--- config.mk ---
export PLATFORM = sky130hd
export DESIGN_NAME = rle_sprite_row_decoder
export DESIGN_NICKNAME = d
export VERILOG_FILES = /design/src/hw/rtl/rsd_pkg.sv /design/src/hw/rtl/rsd_step.sv /design/src/hw/rtl/rle_sprite_row_decoder.sv
export SDC_FILE = /design/constraint.sdc
export NUM_CORES = 1
export LEC_CHECK = 0
export ABC_AREA = 0
export BUFFER_PORTS_ARGS = -buffer_cell sky130_fd_sc_hd__buf_4
export CAP_MARGIN = 20
export CORE_ASPECT_RATIO = 1.2
export CORE_UTILIZATION = 25
export CTS_CLUSTER_SIZE = 25
export DETAILED_ROUTE_END_ITERATION = 6
export GPL_ROUTABILITY_DRIVEN = 0
export HOLD_SLACK_MARGIN = 0.03
export PLACE_DENSITY = 0.4
export SYNTH_ARGS = -nofsm -noshare
export SYNTH_HDL_FRONTEND = slang
export SYNTH_SLANG_ARGS = --single-unit
--- constraint.sdc ---
create_clock -name aclk -period 4.8 [get_ports aclk]
set_input_delay 0.24 -clock aclk [delete_from_list [all_inputs] [get_ports aclk]]
set_output_delay 0.24 -clock aclk [all_outputs]
set_load 0.01 [all_outputs]
--- src/hw/rtl/rsd_pkg.sv ---
package rsd_pkg;

    localparam int unsigned BYTE_W      = 8;
    localparam int unsigned RUN_LEN_W   = 7;
    localparam int unsigned SRC_COL_W   = 9;
    localparam int unsigned CLIP_X_W    = 11;
    localparam int unsigned CLIP_W_W    = 10;
    localparam int unsigned ZOOM_W      = 2;
    localparam int unsigned OUT_COL_W   = 10;
    localparam int unsigned CFG_IDX_W   = 2;
    localparam int unsigned CFG_DATA_W  = 11;

    // header byte layout
    localparam logic [BYTE_W-1:0] END_BIT  = 8'h80;
    localparam logic [BYTE_W-1:0] LEN_MASK = 8'h7F;

    // register indexes
    localparam logic [CFG_IDX_W-1:0] REG_CLIP_START_X = 2'd0;
    localparam logic [CFG_IDX_W-1:0] REG_CLIP_WIDTH   = 2'd1;
    localparam logic [CFG_IDX_W-1:0] REG_ZOOM_SHIFT   = 2'd2;

    typedef enum logic [1:0] {
        PH_HEADER = 2'd0,
        PH_START  = 2'd1,
        PH_PIXEL  = 2'd2
    } phase_t;

    typedef struct packed {
        phase_t                 phase;
        logic [RUN_LEN_W-1:0]   run_left;
        logic [SRC_COL_W-1:0]   pixel_column;
        logic                   last_run;
    } parse_state_t;

    typedef struct packed {
        logic signed [CLIP_X_W-1:0] clip_start_x;
        logic [CLIP_W_W-1:0]        clip_width;
        logic [ZOOM_W-1:0]          zoom_shift;
    } cfg_t;

    typedef struct packed {
        logic                   write_enable;
        logic [OUT_COL_W-1:0]   out_column;
        logic [BYTE_W-1:0]      pixel_index;
        logic                   row_end;
    } result_t;

endpackage

--- src/hw/rtl/rsd_step.sv ---
// One byte of run parsing: next parse state and the result word.
module rsd_step (
    input  rsd_pkg::parse_state_t       st,
    input  rsd_pkg::cfg_t               cfg,
    input  logic [rsd_pkg::BYTE_W-1:0]  rle_byte,
    output rsd_pkg::parse_state_t       st_next,
    output rsd_pkg::result_t            res
);

    logic signed [rsd_pkg::CLIP_X_W:0] col;
    logic [2:0]                        step_mask;
    logic                              visible;
    logic [rsd_pkg::RUN_LEN_W-1:0]     run_dec;

    always_comb begin
        // column relative to clip start, 12 bits signed
        col = $signed({3'b000, st.pixel_column})
            - $signed({cfg.clip_start_x[rsd_pkg::CLIP_X_W-1], cfg.clip_start_x});
        step_mask = ~(3'b111 << cfg.zoom_shift);
        visible = !col[rsd_pkg::CLIP_X_W]
                && (col[rsd_pkg::CLIP_X_W-1:0] < {1'b0, cfg.clip_width})
                && ((col[2:0] & step_mask) == 3'b000);
        run_dec = st.run_left - 7'd1;

        st_next = st;
        res     = '0;

        unique case (st.phase)
            rsd_pkg::PH_START: begin
                st_next.pixel_column = {1'b0, rle_byte};
                if (st.run_left == '0) begin
                    res.row_end   = st.last_run;
                    st_next.phase = rsd_pkg::PH_HEADER;
                end else begin
                    st_next.phase = rsd_pkg::PH_PIXEL;
                end
            end
            rsd_pkg::PH_PIXEL: begin
                if (visible) begin
                    res.write_enable = 1'b1;
                    res.out_column   = col[rsd_pkg::OUT_COL_W-1:0] >> cfg.zoom_shift;
                    res.pixel_index  = rle_byte;
                end
                st_next.pixel_column = st.pixel_column + 9'd1;
                st_next.run_left     = run_dec;
                if (run_dec == '0) begin
                    res.row_end   = st.last_run;
                    st_next.phase = rsd_pkg::PH_HEADER;
                end
            end
            default: begin
                // header byte; the unused phase code lands here too
                st_next.run_left = rle_byte[rsd_pkg::RUN_LEN_W-1:0]
                                 & rsd_pkg::LEN_MASK[rsd_pkg::RUN_LEN_W-1:0];
                st_next.last_run = (rle_byte & rsd_pkg::END_BIT) != '0;
                st_next.phase    = rsd_pkg::PH_START;
            end
        endcase
    end

endmodule

--- src/hw/rtl/rle_sprite_row_decoder.sv ---
// Run-length sprite row decoder.
// An accepted byte's result word is registered into the main register, or into skid while main is stalled.
// Throughput: 1 byte per cycle while s_ready is high; parse step is combinational compare/mask/shift logic.
// A 2-deep output (main + skid register) accepts one byte while main is stalled; s_ready then drops.
// Reset (aresetn low, synchronous): config regs to 0, parser expects a run header,
// no result words held.
module rle_sprite_row_decoder (
    input  logic                                aclk,
    input  logic                                aresetn,

    // configuration write port
    input  logic                                cfg_wr_en,
    input  logic [rsd_pkg::CFG_IDX_W-1:0]       cfg_index,
    input  logic [rsd_pkg::CFG_DATA_W-1:0]      cfg_wdata,

    // run data in
    input  logic                                s_valid,
    output logic                                s_ready,
    input  logic [rsd_pkg::BYTE_W-1:0]          s_rle_byte,

    // pixel write words out
    output logic                                m_valid,
    input  logic                                m_ready,
    output logic                                m_write_enable,
    output logic [rsd_pkg::OUT_COL_W-1:0]       m_out_column,
    output logic [rsd_pkg::BYTE_W-1:0]          m_pixel_index,
    output logic                                m_row_end
);

    rsd_pkg::cfg_t          cfg_reg;
    rsd_pkg::parse_state_t  st_reg;
    rsd_pkg::parse_state_t  st_next;
    rsd_pkg::result_t       step_res;

    rsd_pkg::result_t       main_reg;
    rsd_pkg::result_t       skid_reg;
    logic                   main_valid_reg;
    logic                   main_valid_next;
    logic                   skid_valid_reg;
    logic                   skid_valid_next;
    logic                   load_main;
    logic                   load_skid;
    logic                   main_from_skid;
    logic                   s_accept;

    // ------------------------------------------------------------------
    // Configuration: low register bits are kept, unknown index ignored.
    // ------------------------------------------------------------------
    always_ff @(posedge aclk) begin
        if (!aresetn) begin
            cfg_reg <= '0;
        end else if (cfg_wr_en) begin
            case (cfg_index)
                rsd_pkg::REG_CLIP_START_X: cfg_reg.clip_start_x <= $signed(cfg_wdata);
                rsd_pkg::REG_CLIP_WIDTH:   cfg_reg.clip_width <=
                                               cfg_wdata[rsd_pkg::CLIP_W_W-1:0];
                rsd_pkg::REG_ZOOM_SHIFT:   cfg_reg.zoom_shift <=
                                               cfg_wdata[rsd_pkg::ZOOM_W-1:0];
                default: ;
            endcase
        end
    end

    // ------------------------------------------------------------------
    // Parser: state advances on every accepted byte.
    // ------------------------------------------------------------------
    rsd_step u_step (
        .st       (st_reg),
        .cfg      (cfg_reg),
        .rle_byte (s_rle_byte),
        .st_next  (st_next),
        .res      (step_res)
    );

    // ready only drops when the skid slot is occupied
    assign s_ready  = !skid_valid_reg;
    assign s_accept = s_valid && s_ready;

    always_ff @(posedge aclk) begin
        if (!aresetn) begin
            st_reg <= '{phase: rsd_pkg::PH_HEADER, run_left: '0,
                        pixel_column: '0, last_run: 1'b0};
        end else if (s_accept) begin
            st_reg <= st_next;
        end
    end

    // ------------------------------------------------------------------
    // Output main + skid registers.
    // Main reg drains when empty or taken; skid refills it first.
    // A byte arriving while main is stalled parks in skid.
    // ------------------------------------------------------------------
    always_comb begin
        main_valid_next = main_valid_reg;
        skid_valid_next = skid_valid_reg;
        load_main       = 1'b0;
        load_skid       = 1'b0;
        main_from_skid  = 1'b0;
        if (!main_valid_reg || m_ready) begin
            if (skid_valid_reg) begin
                load_main       = 1'b1;
                main_from_skid  = 1'b1;
                main_valid_next = 1'b1;
                skid_valid_next = 1'b0;
            end else if (s_accept) begin
                load_main       = 1'b1;
                main_valid_next = 1'b1;
            end else begin
                main_valid_next = 1'b0;
            end
        end else if (s_accept) begin
            load_skid       = 1'b1;
            skid_valid_next = 1'b1;
        end
    end

    always_ff @(posedge aclk) begin
        if (!aresetn) begin
            main_valid_reg <= 1'b0;
            skid_valid_reg <= 1'b0;
        end else begin
            main_valid_reg <= main_valid_next;
            skid_valid_reg <= skid_valid_next;
        end
    end

    // payload, no reset
    always_ff @(posedge aclk) begin
        if (load_main) begin
            main_reg <= main_from_skid ? skid_reg : step_res;
        end
        if (load_skid) begin
            skid_reg <= step_res;
        end
    end

    assign m_valid        = main_valid_reg;
    assign m_write_enable = main_reg.write_enable;
    assign m_out_column   = main_reg.out_column;
    assign m_pixel_index  = main_reg.pixel_index;
    assign m_row_end      = main_reg.row_end;

`ifndef SYNTHESIS
    // skid holds a word only behind a held main word
    a_skid_behind_main: assert property (@(posedge aclk) disable iff (!aresetn)
        skid_valid_reg |-> main_valid_reg)
        else $error("skid word without main word");

    // full output with a stall must back-pressure the input
    a_full_stall_blocks: assert property (@(posedge aclk) disable iff (!aresetn)
        skid_valid_reg && !m_ready |=> !s_ready)
        else $error("input ready while output full");

    // header byte always moves parser to start-column phase
    a_header_to_start: assert property (@(posedge aclk) disable iff (!aresetn)
        s_accept && (st_reg.phase == rsd_pkg::PH_HEADER) |=>
            st_reg.phase == rsd_pkg::PH_START)
        else $error("header byte did not advance to start phase");

    // no pixel write means zeroed column and index
    a_idle_fields_zero: assert property (@(posedge aclk) disable iff (!aresetn)
        m_valid && !m_write_enable |-> (m_out_column == '0) && (m_pixel_index == '0))
        else $error("nonzero pixel fields without write");
`endif

endmodule
After elaboration in Yosys (flattened, before gate mapping)
Cells that the tools add are included.
- multiplexer cells: 17
- magnitude comparators: 1
- $mul: 0
- $add $sub $neg: 3
- reductions and logical operators: 21
- bitwise gates (word level): 5
- shift-type cells: 2
- divide/modulo/power cells: 0
- equal/unequal tests: 5
- operator list (kind ; number):
    two-way mux 19 bit ; 2
    two-way mux 20 bit ; 1
    case mux 9 bit (2 select lines) ; 1
    zero test 7 bit ; 2
    case mux 7 bit (2 select lines) ; 1
    AND reduction 2 bit ; 7
    subtractor 10 x 11 -> 12 bit ; 1
    < comparator 11 x 10 -> 1 bit ; 1
    right shift 10 x 2 -> 10 bit ; 1
    adder 9 x 1 -> 9 bit, second input constant ; 1
    two-way mux 1 bit ; 8
    subtractor 7 x 1 -> 7 bit, second input constant ; 1
    equality test 2 x 1 -> 1 bit, second input constant ; 2
    equality test 2 bit, second input constant ; 2
    two-way mux 2 bit ; 2
    case mux 2 bit (2 select lines) ; 1
    OR reduction 2 bit ; 2
    AND 3 bit ; 1
    logical AND 1 bit ; 3
    zero test 1 bit ; 3
    zero test 3 bit ; 1
    inverter 1 bit ; 3
    inverter 3 bit ; 1
    left shift 3 x 2 -> 3 bit, first input constant ; 1
    5 further kinds ; 5
- bits in writable memories: 0
- bits in read-only memories: 0
- logic and storage cells: 71
- bits in latches: 0
- memories kept: 0
- output and inout port bits: 22
- input port bits: 26
- bits in registers: 84

Longest topological paths before layout
- depth after elaboration: 8
- depth in mapped cells: 16
- depth with buffers taken out: 15

Hierarchy
A second synthesis with hierarchy kept.
- cells, all modules: 504
- area, all modules: 4849.7 µm²
- by module, submodules not included (module ; instances ; sequential area each (µm²) ; cells an instance ; area each (µm²)):
    rle_sprite_row_decoder ; 1 ; 2082.0 ; 247 ; 3090.5
    rsd_step ; 1 ; 0.0 ; 257 ; 1759.2

Worst setup path after synthesis
No wires, ideal clock.
- kind: register to register
- from: register st_reg[1] (netlist name)
- to: register main_reg (netlist bit m_out_column[8]), data pin
- setup time: 165 ps
- data arrival time: 3239 ps
- cell stages (with the launch flop): 16
- slack: 1396 ps
- data required time: 4635 ps
- path buffers: 1
- clock period less this slack: 3404 ps
- cell sequence: dfxtp_1 -> inv_1 -> ha_1 -> inv_1 -> fa_1 -> a211o_1 -> a21o_1 -> a221oi_2 -> inv_1 -> ha_1 -> a21oi_1 -> nor2b_1 -> a2111oi_4 -> nand2_4 -> buf_6 -> o31ai_2
- longest elaborated chain between the ends: 7
- elaborated cells on any way between the ends: 11
- classes of those cells: add/sub (1); order compare (1); shift (1); mux (3); bitwise (1); reduce/logical (4)
- RTL lines (element ; RTL line ; RTL):
    start, declared ; rle_sprite_row_decoder.sv:31 ; rsd_pkg::parse_state_t st_reg;
    start signal, assigned ; rle_sprite_row_decoder.sv:81 ; st_reg <= '{phase: rsd_pkg::PH_HEADER, run_left: '0,
    start signal, assigned ; rle_sprite_row_decoder.sv:84 ; st_reg <= st_next;
    subtractor 10 x 11 -> 12 bit (*) ; rsd_step.sv:18 ; - $signed({cfg.clip_start_x[rsd_pkg::CLIP_X_W-1], cfg.clip_start_x});
    < comparator 11 x 10 -> 1 bit (tied with other cells) ; rsd_step.sv:21 ; && (col[rsd_pkg::CLIP_X_W-1:0] < {1'b0, cfg.clip_width})
    logical AND 1 bit / zero test 3 bit (equally long branches) ; rsd_step.sv:21, rsd_step.sv:22 ;
    logical AND 1 bit ; rsd_step.sv:22 ; && ((col[2:0] & step_mask) == 3'b000);
    two-way mux 19 bit (*) ; rsd_step.sv:39 ; if (visible) begin
    two-way mux 19 bit (*) ; rsd_step.sv:28 ; unique case (st.phase)
    two-way mux 20 bit (*) ; rle_sprite_row_decoder.sv:130 ; main_reg <= main_from_skid ? skid_reg : step_res;
    end signal, assigned ; rle_sprite_row_decoder.sv:130 ;
    end, declared ; rle_sprite_row_decoder.sv:35 ; rsd_pkg::result_t main_reg;
Mark *: on every way between the ends. The rest lies on a longest branch, timed or not.
A chain may end at the register's enable or synchronous reset.

Final worst setup path
- from: register st_reg[1] (netlist name)
- to: register main_reg (netlist bit m_out_column[2]), data pin
Same word-level chain as after synthesis.

==> results.ini <==
[run_status]
status = finished clean

[synthesis]
syn-num-nets = 572
synthesis.instances = 522
synth_top_flop_cell = dfxtp_1
synth.yosys.seq_area_share = 0.428
ys_types = 63
syn_avg_cell_area_um2 = 9.31
synth_edf_count = 40
ys_ff_latch = 84
yosys_warnings = 0
ys_async_sr_fraction = 0
syn_area_um2 = 4860

[route]
post-route-drc-count = 0
drt-total-wl_um = 11900
dr.pass1.iters = 4
post_drt_wl_per_cell_um = 14.6
detail-route-antenna-nets = 0
viasPerCell = 4.60
vias = 3774
drt-initial-drc-count = 165

[timing]
post-route-period-util = 0.846
hold_viol_final = 0
fmaxAchievable_mhz = 246
rsz0062_at_grt = no
fin_skew_ns = 0.0100
worst_pin_slew_ns = 0.945
maxSlewHeadroom = 0.370
tns_ns = 0
drv_slew = 0
finalCriticalPeriod_ns = 4.06
finalSetupViolations = 0
setup_ws_ns = 0.740

[place]
dp_hpwl_um = 8830
dpl_cell_area_um2 = 5470
dp_cells = 804
dpl_worst_slack_ns = 0.800
place.port_buffers = 47

[layout]
largest_reg_flops = 23
syn2layout_area_growth_pct = 18.9
final_area_um2 = 5780
nets = 609
final_cells = 820
fill_cells = 2003
multi_input_area_um2 = 2490
layout-drive-gt1-share = 0.174
diodes = 0
ff_latch_area_um2 = 2080
layout_common_cells = nor2_1 (55), buf_4 (51), inv_1 (50), dfxtp_1 (44), nand2_1 (43)
layout_commonest_cell = nor2_1

[pwr]
cellLeakagePower_uw = 0.00230
total_power_uw = 1990
peakVddDrop_v = 0.000151
power.density_nw_per_um2 = 345

[setup_path]
end_kind = register
crit_path_start_kind = register
path_max_fanout = 36
slowest_stage = a221oi_2
critPathKind = register to register
critPathArrivalTime_ns = 4.23
crit_family = compound AO/OA/AOI/OAI gates
cpMostUsedCell = inv_1
cp_cell_sequence = inv_1 > ha_1 > inv_1 > fa_1 > a211o_1 > a21o_1 > a221oi_2 > inv_1 > ha_1 > a21oi_1 > nor2b_1 > a2111oi_4 > nand2_4 > o41ai_2
worst_ep_required_time_ns = 4.97
slowest_delay_ns = 0.45
cp_num_buf_inv = 3

[clock_network]
cts-htree-levels = 3
clock_path_buffers = 2
cts_tree = built
cts_made_buffers = 9
root_buffer = clkbuf_16
hold_buffers = 0
post_cts_resized = 0
cts.sinks = 84
clock_latency_ns = 0.35
clkTransAtPathRegs_ns = 0.07
cts_setup_buffers = 0

[worst_hold_path]
hold_class = input pin to register

[global_routing]
grt_pass1_vias = 3712
grt_pass1_wl_um = 19900
antenna_found_initial = 0
grt_overflow = 0
grt_max_degree = 45
grt_usage = 0.129

[die]
fp.dieW_um = 129
core_um2 = 18900
rows = 55
start_util = 0.257
io_pins = 48
dieHeight_um = 155
die-area_um2 = 20000

[job]
maxCapViolCount = 0

==> worst reg2reg max path, stage by stage (launching register included) <==
cell       delay [ns]
dfxtp_1          0.33
inv_1            0.07
ha_1             0.16
inv_1            0.06
fa_1             0.43
a211o_1          0.32
a21o_1           0.22
a221oi_2         0.45
inv_1            0.09
ha_1             0.31
a21oi_1          0.14
nor2b_1          0.08
a2111oi_4        0.45
nand2_4          0.34
o41ai_2          0.43
==> Yosys cell counts (4+ instances only) <==
master    instances  share of area
a211o_1           4         0.0072
a211oi_1          6         0.0093
a21boi_0          8          0.012
a21o_1            4         0.0062
a21oi_1          33          0.034
and2_1            5         0.0064
and3_1            4         0.0051
clkbuf_1         22          0.017
dfxtp_1          44           0.18
edfxtp_1         40           0.25
ha_1             23          0.059
inv_1            50          0.039
mux2i_1          14          0.029
nand2_1          43          0.033
nand2b_1          7         0.0090
nand3_1           7         0.0072
nand4_1           5         0.0064
nor2_1           55          0.042
nor2b_1          31          0.040
nor3_1            5         0.0051
nor3b_1           8          0.012
o21ai_0          23          0.024
o221a_2           4         0.0093
o31ai_1           4         0.0062
o31ai_2          11          0.028
==> path summary, 6_finish.rpt <==
kind	to	startpoint	slack [ns]	depth (start not counted)
worst max-delay path	m_out_column[2]	st_reg[1]	0.74	14
worst min-delay path	cfg_reg[22]	cfg_wdata[10]	0.14	3
worst max register to register	m_out_column[2]	st_reg[1]	0.74	14
worst min register to register	st_reg[0]	st_reg[0]	0.47	2
==> final cells by class <==
cell class	count	share of cell area
flip-flops and latches	84	0.360
inverters	50	0.0325
clock buffers	9	0.0390
well taps	256	0.0554
repair buffers	51	0.0662
multi-input cells	363	0.431
clock inverters	7	0.0154
==> report_power, final <==
group / switching (uW) / internal, uW
Sequential: 25.9 / 780
Clock: 328 / 418
Combinational: 258 / 183
Total: 612 / 1380
==> logic make-up after synthesis <==
logic type | share of synthesized area
mux | 0.0450
xor+xnor | 0.00901
fa+ha+maj | 0.0633
buf+inv | 0.0600
flops | 0.428
simple gates | 0.189
compound gates | 0.205
==> metrics by stage <==
step | hold WS, ns | utilization
detailed placement | 0.462 | 0.289
global placement | 0.454 | 0.289
finish | 0.142 | 0.305
global route | 0.152 | 0.305
CTS | 0.127 | 0.305
floorplan | 0.394 | -
==> metal layers <==
metal  track usage  part of all wire  up-vias
li1              -                 -     1938
met1         0.172              0.48     1769
met2         0.208              0.48       55
met4        0.0543             0.018        0
met3        0.0166             0.024       12
met5             0                 0        -
Note: power is estimated with default switching activity, not from simulation.
